## config.mk

```make
export PLATFORM = sky130hd
export DESIGN_NAME = multilevel_feedback_scheduler
export DESIGN_NICKNAME = d
export VERILOG_FILES = /design/src/sv/mfs_pkg.sv /design/src/sv/mfs_job_ram.sv /design/src/sv/multilevel_feedback_scheduler.sv
export SDC_FILE = /design/constraint.sdc
export NUM_CORES = 2
export LEC_CHECK = 0
export CAP_MARGIN = 20
export CORE_MARGIN = 4
export CORE_UTILIZATION = 25
export DETAILED_ROUTE_END_ITERATION = 8
export DONT_BUFFER_PORTS = 1
export PLACE_DENSITY = 0.47
export SLEW_MARGIN = 30
export SYNTH_ARGS = -nofsm -noshare
export SYNTH_HDL_FRONTEND = slang
export SYNTH_SLANG_ARGS = --single-unit
```

## constraint.sdc

```tcl
create_clock -name clk -period 11.1 [get_ports clk]
set_clock_uncertainty 0.15 [all_clocks]
set_input_delay 0.555 -clock clk [delete_from_list [all_inputs] [get_ports clk]]
set_output_delay 0.555 -clock clk [all_outputs]
set_load 0.05 [all_outputs]
```

## src/sv/mfs_pkg.sv

```systemverilog
`timescale 1ns / 1ps
// Shared types and constants of the multilevel feedback scheduler.
// No dependencies; every other file imports this package.
package mfs_pkg;

    localparam int MAX_JOBS_DEF = 16;
    localparam logic [15:0] QUANTUM_RESET = 16'd4;

    localparam logic OP_SUBMIT   = 1'b0;
    localparam logic OP_DISPATCH = 1'b1;

    localparam logic [1:0] STATUS_DONE   = 2'd0;
    localparam logic [1:0] STATUS_REJECT = 2'd1;
    localparam logic [1:0] STATUS_EMPTY  = 2'd2;

    localparam logic LEVEL_RR  = 1'b0;
    localparam logic LEVEL_SJF = 1'b1;

    // One stored job: identifier and remaining run time.
    typedef struct packed {
        logic [7:0]  id;
        logic [15:0] rem;
    } job_t;

    typedef struct packed {
        logic        op;
        logic [7:0]  job_id;
        logic [15:0] burst;
    } sched_in_t;

    typedef struct packed {
        logic [1:0]  status;
        logic [7:0]  run_id;
        logic        level;
        logic [31:0] start_time;
        logic [15:0] run_length;
        logic        finished;
        logic [31:0] end_time;
    } sched_out_t;

endpackage

```

## src/sv/mfs_job_ram.sv

```systemverilog
`timescale 1ns / 1ps
// Job memory: one write port, one read port, registered read data.
// Depends on mfs_pkg for job_t.
module mfs_job_ram
    import mfs_pkg::*;
#(
    parameter int DEPTH = MAX_JOBS_DEF
)(
    input  logic                     clk,
    input  logic                     we,
    input  logic [$clog2(DEPTH)-1:0] waddr,
    input  job_t                     wdata,
    input  logic [$clog2(DEPTH)-1:0] raddr,
    output job_t                     rdata
);

    job_t mem [DEPTH];
    job_t rdata_reg;

    always_ff @(posedge clk)
    begin
        if (we)
        begin
            mem[waddr] <= wdata;
        end
        rdata_reg <= mem[raddr];
    end

    assign rdata = rdata_reg;

endmodule

```

## src/sv/multilevel_feedback_scheduler.sv

```systemverilog
`timescale 1ns / 1ps
// Two-level feedback scheduler: round-robin FIFO in front of a shortest-job store.
// Result strobe (done) rises in the cycle after the deciding cycle; compaction may still run then.
// Submit: busy stays low, one item per cycle. Round-robin dispatch: registered FIFO head read.
// Shortest-job dispatch: S_SCAN reads the stored jobs in turn through the store's single read
// port, then S_SHIFT compacts the store behind the chosen entry when it is not the last one.
// Reset (rst_n, async low) empties both levels, zeroes time, sets quantum to 4; no clearing pass.
module multilevel_feedback_scheduler
    import mfs_pkg::*;
#(
    parameter int MAX_JOBS = MAX_JOBS_DEF
)(
    input  logic        clk,
    input  logic        rst_n,
    input  logic        start,
    input  sched_in_t   cmd,
    output logic        busy,
    output logic        done,
    output sched_out_t  result,
    input  logic        cfg_we,
    input  logic [15:0] cfg_data
);

    localparam int IW = $clog2(MAX_JOBS);
    localparam int CW = $clog2(MAX_JOBS + 1);

    typedef enum logic [1:0] {
        S_IDLE,
        S_RR_WAIT,
        S_SCAN,
        S_SHIFT
    } state_t;

    state_t        state_reg, state_next;
    logic [15:0]   quantum_reg;
    logic [31:0]   now_reg, now_next;
    logic [IW-1:0] rr_head_reg, rr_head_next;
    logic [CW-1:0] rr_count_reg, rr_count_next;
    logic [CW-1:0] sjf_count_reg, sjf_count_next;
    logic [IW-1:0] scan_idx_reg, scan_idx_next;
    logic [IW-1:0] pend_idx_reg, pend_idx_next;
    logic [IW-1:0] best_idx_reg, best_idx_next;
    job_t          best_job_reg, best_job_next;
    logic [IW-1:0] wr_idx_reg, wr_idx_next;
    logic          done_reg, done_next;
    sched_out_t    result_reg, result_next;

    // Memory ports
    logic          rr_we;
    logic [IW-1:0] rr_waddr;
    job_t          rr_wdata;
    job_t          rr_rdata;
    logic          sjf_we;
    logic [IW-1:0] sjf_waddr;
    job_t          sjf_wdata;
    logic [IW-1:0] sjf_raddr;
    job_t          sjf_rdata;

    // Datapath helpers
    logic          full;
    logic [CW:0]   tail_sum;
    logic [IW-1:0] tail_idx;
    logic [IW-1:0] head_inc;
    logic          take;
    logic          scan_last;

    // Build a dispatch result and the new saturating time.
    function automatic sched_out_t make_report(input logic [31:0] t, input logic [7:0] id,
                                               input logic lvl, input logic [15:0] len,
                                               input logic fin);
        sched_out_t  r;
        logic [32:0] sum;
        begin
            sum          = {1'b0, t} + {17'd0, len};
            r.status     = STATUS_DONE;
            r.run_id     = id;
            r.level      = lvl;
            r.start_time = t;
            r.run_length = len;
            r.finished   = fin;
            r.end_time   = sum[32] ? 32'hFFFF_FFFF : sum[31:0];
            return r;
        end
    endfunction

    mfs_job_ram #(.DEPTH(MAX_JOBS)) u_rr_ram (
        .clk   (clk),
        .we    (rr_we),
        .waddr (rr_waddr),
        .wdata (rr_wdata),
        .raddr (rr_head_reg),
        .rdata (rr_rdata)
    );

    mfs_job_ram #(.DEPTH(MAX_JOBS)) u_sjf_ram (
        .clk   (clk),
        .we    (sjf_we),
        .waddr (sjf_waddr),
        .wdata (sjf_wdata),
        .raddr (sjf_raddr),
        .rdata (sjf_rdata)
    );

    // Both levels together hold at most MAX_JOBS jobs, so demotion always finds room.
    assign full     = ({1'b0, rr_count_reg} + {1'b0, sjf_count_reg}) >= (CW+1)'(MAX_JOBS);
    assign tail_sum = (CW+1)'(rr_head_reg) + (CW+1)'(rr_count_reg);
    assign tail_idx = (tail_sum >= (CW+1)'(MAX_JOBS)) ? IW'(tail_sum - (CW+1)'(MAX_JOBS))
                                                      : IW'(tail_sum);
    assign head_inc = (rr_head_reg == IW'(MAX_JOBS - 1)) ? '0 : rr_head_reg + IW'(1);

    // Minimum search: strict less-than keeps the earliest demoted job on ties.
    assign take      = (pend_idx_reg == '0) || (sjf_rdata.rem < best_job_reg.rem);
    assign scan_last = (CW'(pend_idx_reg) + CW'(1)) == sjf_count_reg;

    always_comb
    begin
        state_next     = state_reg;
        now_next       = now_reg;
        rr_head_next   = rr_head_reg;
        rr_count_next  = rr_count_reg;
        sjf_count_next = sjf_count_reg;
        scan_idx_next  = scan_idx_reg;
        pend_idx_next  = pend_idx_reg;
        best_idx_next  = best_idx_reg;
        best_job_next  = best_job_reg;
        wr_idx_next    = wr_idx_reg;
        done_next      = 1'b0;
        result_next    = result_reg;

        rr_we     = 1'b0;
        rr_waddr  = tail_idx;
        rr_wdata  = '{id: cmd.job_id, rem: cmd.burst};
        sjf_we    = 1'b0;
        sjf_waddr = wr_idx_reg;
        sjf_wdata = sjf_rdata;
        sjf_raddr = '0;

        unique case (state_reg)
            S_IDLE:
            begin
                if (start)
                begin
                    if (cmd.op == OP_SUBMIT)
                    begin
                        // Append at the FIFO tail, or reject when the levels are full.
                        done_next   = 1'b1;
                        result_next = '0;
                        if (full)
                        begin
                            result_next.status = STATUS_REJECT;
                        end
                        else
                        begin
                            rr_we         = 1'b1;
                            rr_count_next = rr_count_reg + CW'(1);
                        end
                    end
                    else if (rr_count_reg != '0)
                    begin
                        // Head read is already on the FIFO read port.
                        state_next = S_RR_WAIT;
                    end
                    else if (sjf_count_reg != '0)
                    begin
                        sjf_raddr     = '0;
                        pend_idx_next = '0;
                        scan_idx_next = IW'(1);
                        state_next    = S_SCAN;
                    end
                    else
                    begin
                        done_next          = 1'b1;
                        result_next        = '0;
                        result_next.status = STATUS_EMPTY;
                    end
                end
            end

            S_RR_WAIT:
            begin
                rr_head_next  = head_inc;
                rr_count_next = rr_count_reg - CW'(1);
                done_next     = 1'b1;
                if (rr_rdata.rem > quantum_reg)
                begin
                    // Run one quantum, then demote the remainder to the store's end.
                    if (sjf_count_reg < CW'(MAX_JOBS))
                    begin
                        sjf_we         = 1'b1;
                        sjf_waddr      = IW'(sjf_count_reg);
                        sjf_wdata      = '{id: rr_rdata.id, rem: rr_rdata.rem - quantum_reg};
                        sjf_count_next = sjf_count_reg + CW'(1);
                    end
                    result_next = make_report(now_reg, rr_rdata.id, LEVEL_RR, quantum_reg, 1'b0);
                end
                else
                begin
                    result_next = make_report(now_reg, rr_rdata.id, LEVEL_RR, rr_rdata.rem,
                                              1'b1);
                end
                now_next   = result_next.end_time;
                state_next = S_IDLE;
            end

            S_SCAN:
            begin
                if (take)
                begin
                    best_idx_next = pend_idx_reg;
                    best_job_next = sjf_rdata;
                end
                if (!scan_last)
                begin
                    // Issue the next read while comparing the one that just returned.
                    sjf_raddr     = scan_idx_reg;
                    pend_idx_next = scan_idx_reg;
                    scan_idx_next = scan_idx_reg + IW'(1);
                end
                else
                begin
                    done_next   = 1'b1;
                    result_next = make_report(now_reg, best_job_next.id, LEVEL_SJF,
                                              best_job_next.rem, 1'b1);
                    now_next    = result_next.end_time;
                    if ((CW'(best_idx_next) + CW'(1)) < sjf_count_reg)
                    begin
                        // Close the gap: move every later entry down by one.
                        sjf_raddr   = best_idx_next + IW'(1);
                        wr_idx_next = best_idx_next;
                        state_next  = S_SHIFT;
                    end
                    else
                    begin
                        sjf_count_next = sjf_count_reg - CW'(1);
                        state_next     = S_IDLE;
                    end
                end
            end

            S_SHIFT:
            begin
                sjf_we    = 1'b1;
                sjf_waddr = wr_idx_reg;
                sjf_wdata = sjf_rdata;
                if ((CW'(wr_idx_reg) + CW'(2)) < sjf_count_reg)
                begin
                    sjf_raddr   = wr_idx_reg + IW'(2);
                    wr_idx_next = wr_idx_reg + IW'(1);
                end
                else
                begin
                    sjf_count_next = sjf_count_reg - CW'(1);
                    state_next     = S_IDLE;
                end
            end

            default:
            begin
                state_next = S_IDLE;
            end
        endcase
    end

    always_ff @(posedge clk or negedge rst_n)
    begin
        if (!rst_n)
        begin
            state_reg     <= S_IDLE;
            quantum_reg   <= QUANTUM_RESET;
            now_reg       <= '0;
            rr_head_reg   <= '0;
            rr_count_reg  <= '0;
            sjf_count_reg <= '0;
            done_reg      <= 1'b0;
        end
        else
        begin
            state_reg     <= state_next;
            if (cfg_we)
            begin
                quantum_reg <= cfg_data;
            end
            now_reg       <= now_next;
            rr_head_reg   <= rr_head_next;
            rr_count_reg  <= rr_count_next;
            sjf_count_reg <= sjf_count_next;
            done_reg      <= done_next;
        end
    end

    // Payload and scan registers need no reset.
    always_ff @(posedge clk)
    begin
        scan_idx_reg <= scan_idx_next;
        pend_idx_reg <= pend_idx_next;
        best_idx_reg <= best_idx_next;
        best_job_reg <= best_job_next;
        wr_idx_reg   <= wr_idx_next;
        result_reg   <= result_next;
    end

    assign busy   = (state_reg != S_IDLE);
    assign done   = done_reg;
    assign result = result_reg;

endmodule

```

After elaboration in Yosys (flattened, before gate mapping). Memories as Yosys holds them, arrays and structs flattened. A register that Yosys moved wholly into a read port is not among the register bits. Cells that the tools add are included.

Register bits: 197. Bits in writable memories: 768. Bits of input ports: 45. Memories: 2.

Memory list: u_rr_ram.mem (depth 16, width 24, read ports 1, clocked after Yosys merged registers in 1, write ports 1, RTL line mfs_job_ram.sv:17) `job_t mem [DEPTH];`; u_sjf_ram.mem (depth 16, width 24, read ports 1, clocked after Yosys merged registers in 1, write ports 1, RTL line mfs_job_ram.sv:17).

Add/subtract/negate cells: 19. $lt $le $gt $ge: 7. Equal/unequal tests: 22. Mux-type cells: 80. Reduce and logical (&&, ||, !) cells: 19.

Operators by type and width (count): two-way mux 92 bit (5); one-hot mux 92 bit (3 select lines) (1); two-way mux 32 bit (4); two-way mux 24 bit (5); adder 32 x 16 -> 33 bit (3); two-way mux 4 bit (23); one-hot mux 32 bit (2 select lines) (1); two-way mux 49 bit (1); two-way mux 5 bit (8); one-hot mux 4 bit (2 select lines) (4); inequality test 2 bit, second input constant (14); adder 4 x 1 -> 4 bit, second input constant (4); > comparator 16 bit (1); < comparator 16 bit (1); two-way mux 1 bit (16); subtractor 16 bit (1); one-hot mux 5 bit (3 select lines) (1); two-way mux 2 bit (7); greater-or-equal comparator 6 x 5 -> 1 bit, second input constant (2); AND reduction 6 bit (2); adder 4 x 1 -> 5 bit, second input constant (2); adder 5 x 1 -> 5 bit, second input constant (2); < comparator 5 bit (2); one-hot mux 5 bit (2 select lines) (1); 24 further kinds (36).

Depth between registers and ports, before layout.
Depth after elaboration: 9. Mapped depth: 26. Gate-level depth less buffers: 23.

Hierarchy. Synthesis repeated with hierarchy kept, for this count alone.

Cell total of the unflattened synthesis: 2790. Area total of the unflattened synthesis: 44161.1 µm².

By module, submodules not included: mfs_job_ram (instances 2, cells each 636, area each 14930.6 µm², sequential area each 12011.5 µm²); multilevel_feedback_scheduler (instances 1, cells each 1518, area each 14300.0 µm², sequential area each 5591.6 µm²).

Worst setup path before layout. Ideal clock, no wire load.

Path kind: reg2reg. Start point: register pend_idx_reg[0]. End point: register result_reg (netlist bit result[0]) (enable). Setup time: 573 ps. Data arrival time: 5985 ps. Path slack: 4392 ps. Cell stages (with the launch flop): 9. Buffers on the path: 1. Cell sequence: edfxtp_1 > inv_1 > ha_1 > xor2_1 > nor2_1 > o2111ai_1 > and2_1 > clkbuf_1 > a21oi_1.

Word-level cells in the longest chain between the ends: 4.

Ends and longest elaborated chain: start: declaration (RTL line multilevel_feedback_scheduler.sv:41) `logic [IW-1:0] pend_idx_reg, pend_idx_next;`; start signal: assignment (RTL line multilevel_feedback_scheduler.sv:295) `pend_idx_reg <= pend_idx_next;`; adder 4 x 1 -> 5 bit (RTL line multilevel_feedback_scheduler.sv:113) `assign scan_last = (CW'(pend_idx_reg) + CW'(1)) == sjf_count_reg;`; equality test 5 bit (RTL line multilevel_feedback_scheduler.sv:113); inequality test 2 bit (no line); AND reduction 5 bit (no line); end signal: assignment (RTL line multilevel_feedback_scheduler.sv:299) `result_reg <= result_next;`; end: declaration (RTL line multilevel_feedback_scheduler.sv:46) `sched_out_t result_reg, result_next;`.

Every way passes these cells. A chain may end at the register's enable or synchronous reset.

Worst setup path after layout.
Start point: register pend_idx_reg[0]. End point: register u_sjf_ram.rdata[6] (netlist name).

Word-level cells in the longest chain between the ends: 9. Elaborated cells on any way between the ends: 12. Classes of those cells: add/sub: 3; order compare: 1; eq/ne: 1; mux: 5; reduce/logical: 2.

Ends and longest elaborated chain: zero test 4 bit (RTL line multilevel_feedback_scheduler.sv:112) `assign take = (pend_idx_reg == '0) || (sjf_rdata.rem < best_job_reg.rem);`; logical OR 1 bit (RTL line multilevel_feedback_scheduler.sv:112); two-way mux 4 bit (RTL line multilevel_feedback_scheduler.sv:207) `if (take)`; two-way mux 4 bit (RTL line multilevel_feedback_scheduler.sv:138) `unique case (state_reg)`; adder 4 x 1 -> 5 bit (RTL line multilevel_feedback_scheduler.sv:225) `if ((CW'(best_idx_next) + CW'(1)) < sjf_count_reg)`; < comparator 5 bit (RTL line multilevel_feedback_scheduler.sv:225); two-way mux 4 bit (RTL line multilevel_feedback_scheduler.sv:225); two-way mux 4 bit (*) (RTL line multilevel_feedback_scheduler.sv:212) `if (!scan_last)`; one-hot mux 4 bit (2 select lines) (*) (RTL line multilevel_feedback_scheduler.sv:138).

Every way passes the cells marked *; elsewhere a longest branch is shown, timed or not. The select of a mux whose other input is x is not followed.

==> impl_metrics.tcl <==
set metrics [dict create \
    cp.required_ns 11.44 \
    dieArea_um2 186600 \
    synth_area_leader_cell "edfxtp_1" \
    setup_ws_ns 4.073 \
    fillers 17812 \
    synth_nets 3157 \
    start_kind "flip-flop" \
    yosysMostFrequentCell "edfxtp_1" \
    drive_gt1_share_pct 17.65 \
    post_cts_buffers 0 \
    cts_sinks 1013 \
    async_flop_share_pct 6.417 \
    drc 0 \
    critPathArrivalTime_ns 7.37 \
    place_congestion 0.8236 \
    synth-seq-area-share_pct 65.90 \
    synthCells 2994 \
    die_w_um 432.0 \
    grt_max_degree 193 \
    htreeDepth 3 \
    syn_area_um2 44940 \
    peakVddDrop_mv 0.2014 \
    crit_path_cell_trace "inv_1 -> ha_1 -> nor3b_1 -> nor2_1 -> o21ai_2 -> nand2_1 -> nand2_1 -> o21ai_0 -> ha_1 -> nor3_1 -> nor2_1 -> ha_1 -> a21o_1 -> a21o_1 -> a21oi_1 -> and2_1 -> or3b_1 -> o31a_2 -> buf_12 -> buf_16 -> mux2_2 -> o2111ai_1 -> nand4_1" \
    routed_wl_um 129000 \
    setup-violations-final 0 \
    ant_nets 0 \
    final_nets 3243 \
    cp_max_fo 79 \
    drt_iter0_markers 2294 \
    num_vias 26297 \
    cpPeakStageDelay_ns 0.56 \
    clockBufferDepth 3 \
    grt_overflow 0 \
    grt_pass1_vias 26235 \
    yosysUniqueCellTypes 84 \
    coreArea_um2 178600 \
    drv_cap 0 \
    root_buffer "clkbuf_16" \
    hpwl_um 78070 \
    die_h_um 432.0 \
    synth_area_leaders "edfxtp_1 (60%), mux4_2 (6.0%), dfrtp_1 (3.6%)" \
    outcome "complete, no violations" \
    cp_slowest_cell "nor3b_1" \
    crit_top_cell "ha_1" \
    port_buffers 0 \
    cts_tree "yes" \
    initial_core_util_pct 25.16 \
    syn_to_final_growth_pct 16.86 \
    synth-edff-count 900 \
    hold_slack_ns 0.07777 \
    ios 139 \
    end_kind "flip-flop" \
    tightest_slew_ns 1.010 \
    wire_per_inst_um 23.34 \
    track_usage_pct 13.56 \
    min_period_ns 7.027 \
    via_per_inst 4.758 \
    rsz0062_at_grt "false" \
    synthTopCellsByCount "edfxtp_1 (900), nand2_1 (238), nor2_1 (132), mux2_2 (127), mux4_2 (120)" \
    tns_ns 0 \
    synthFlopType "edfxtp_1" \
    ys_ff_latch 1013 \
    worstSetupPathType "flip-flop to flip-flop" \
    hold_viol 0 \
    dr.pass1.iters 5 \
    slew_headroom_pct 32.56 \
    p_leak_nw 17.99 \
    fmax_ghz 0.1423 \
    syn_avg_cell_area_um2 15.01 \
    placementRows 155 \
    dpl_cell_area_um2 48350 \
    hp-class "input pin to flip-flop" \
    antenna_found_initial 17 \
    synth_top_area_share_pct 60.14 \
    place_ws_ns 4.120 \
    ctsHoldBuffers 64 \
    period_share_pct 63.31 \
    p_per_area_nw_per_um2 336.9 \
    fin_area_um2 52510 \
    clk_latency_ns 0.72 \
    cts_resized 0 \
    slew_violations 0 \
    numCtsBuffers 103 \
    grt_pass1_wl_um 187500 \
    path_clk_slew_ns 0.06 \
    yosys_warnings 0 \
]
-- path summary, 6_finish.rpt --
kind / from / endpoint / slack [ns] / cells after the start
worst max-delay path: pend_idx_reg[0]$_SDFFCE_PN0P_ / u_sjf_ram.rdata[6]$_DFF_P_ / 4.07 / 23
worst min-delay path: cfg_we / quantum_reg[0]$_DFFE_PN0P_ / 0.08 / 2
worst max register to register: pend_idx_reg[0]$_SDFFCE_PN0P_ / u_sjf_ram.rdata[6]$_DFF_P_ / 4.07 / 23
worst min register to register: rr_count_reg[4]$_DFFE_PN0P_ / rr_count_reg[4]$_DFFE_PN0P_ / 0.37 / 1
max in group asynchronous: rst_n / quantum_reg[2]$_DFFE_PN1P_ / 10.14 / 2
min in group asynchronous: rst_n / now_reg[27]$_DFFE_PN0P_ / 0.26 / 2
-- critical path, delay by kind of cell, from the launching register on --
| family | cells | cell delay, ns |
|---|---|---|
| flops | 1 | 0.47 |
| compound gates | 7 | 1.46 |
| mux | 1 | 0.36 |
| buf+inv | 3 | 0.70 |
| fa+ha+maj | 3 | 0.74 |
| simple gates | 9 | 2.78 |
-- report_power, final --
group,leakage (nW),switching (mW),total (mW),internal (mW)
Sequential,9.37,1.21,6.54,5.32
Combinational,6.93,4.70,7.54,2.84
Clock,1.69,1.49,3.61,2.12
-- stage by stage --
| stage | cells | power (mW) | util (%) |
|---|---|---|---|
| after detailed placement | 5266 | 14.16 | 27.07 |
| after CTS | 5523 | 17.89 | 29.39 |
| final | 5527 | 17.69 | 29.40 |
| after global routing | 5526 | 18.75 | 29.40 |
| after global placement | 5255 | 14.10 | 26.91 |
| after floorplan | 2994 | 11.55 | - |
-- cells by family after synthesis --
logic type                 synth area share, %
DFF                                      65.90
and+or+nand+nor                          6.460
AOI/OAI and AO/OA                        8.623
muxes                                    11.96
buffers and inverters                    2.130
adders and majority gates                3.403
xor gates and xnor gates                 1.518
-- layer usage --
metal,GRT usage [%],wire [µm]
met5,0,41
met3,2.556,6735
met4,3.842,3423
met1,19.30,59710
met2,21.07,59100
-- cell type report --
class	instances	area (µm²)	area share, %
Sequential cell	1013	29620	56.41
Antenna cell	4	10.01	0.01906
Clock inverter	43	569.3	1.084
Timing Repair Buffer	143	1466	2.792
Inverter	76	285.3	0.5432
Clock buffer	150	2907	5.535
Multi-Input combinational cell	1743	14710	28.00
Tap cell	2355	2947	5.611
-- layout by cell type, fill, tap and decap left out, drive strengths merged, types with 31 or more instances in the layout --
cell,synthesis,final
a21o,34,34
a21oi,106,106
a22oi,31,31
and2,51,51
buf,67,81
clkbuf,95,150
dfrtp,64,64
dfxtp,48,48
dlygate4sd3,0,62
edfxtp,900,900
ha,111,111
inv,76,79
mux2,142,142
mux2i,106,106
mux4,120,120
nand2,238,238
nand3,32,32
nand4,38,38
nor2,132,132
o2111ai,51,51
o211ai,70,70
o21a,33,33
o21ai,106,106
xnor2,57,57
(Power assumes the default switching activity.)
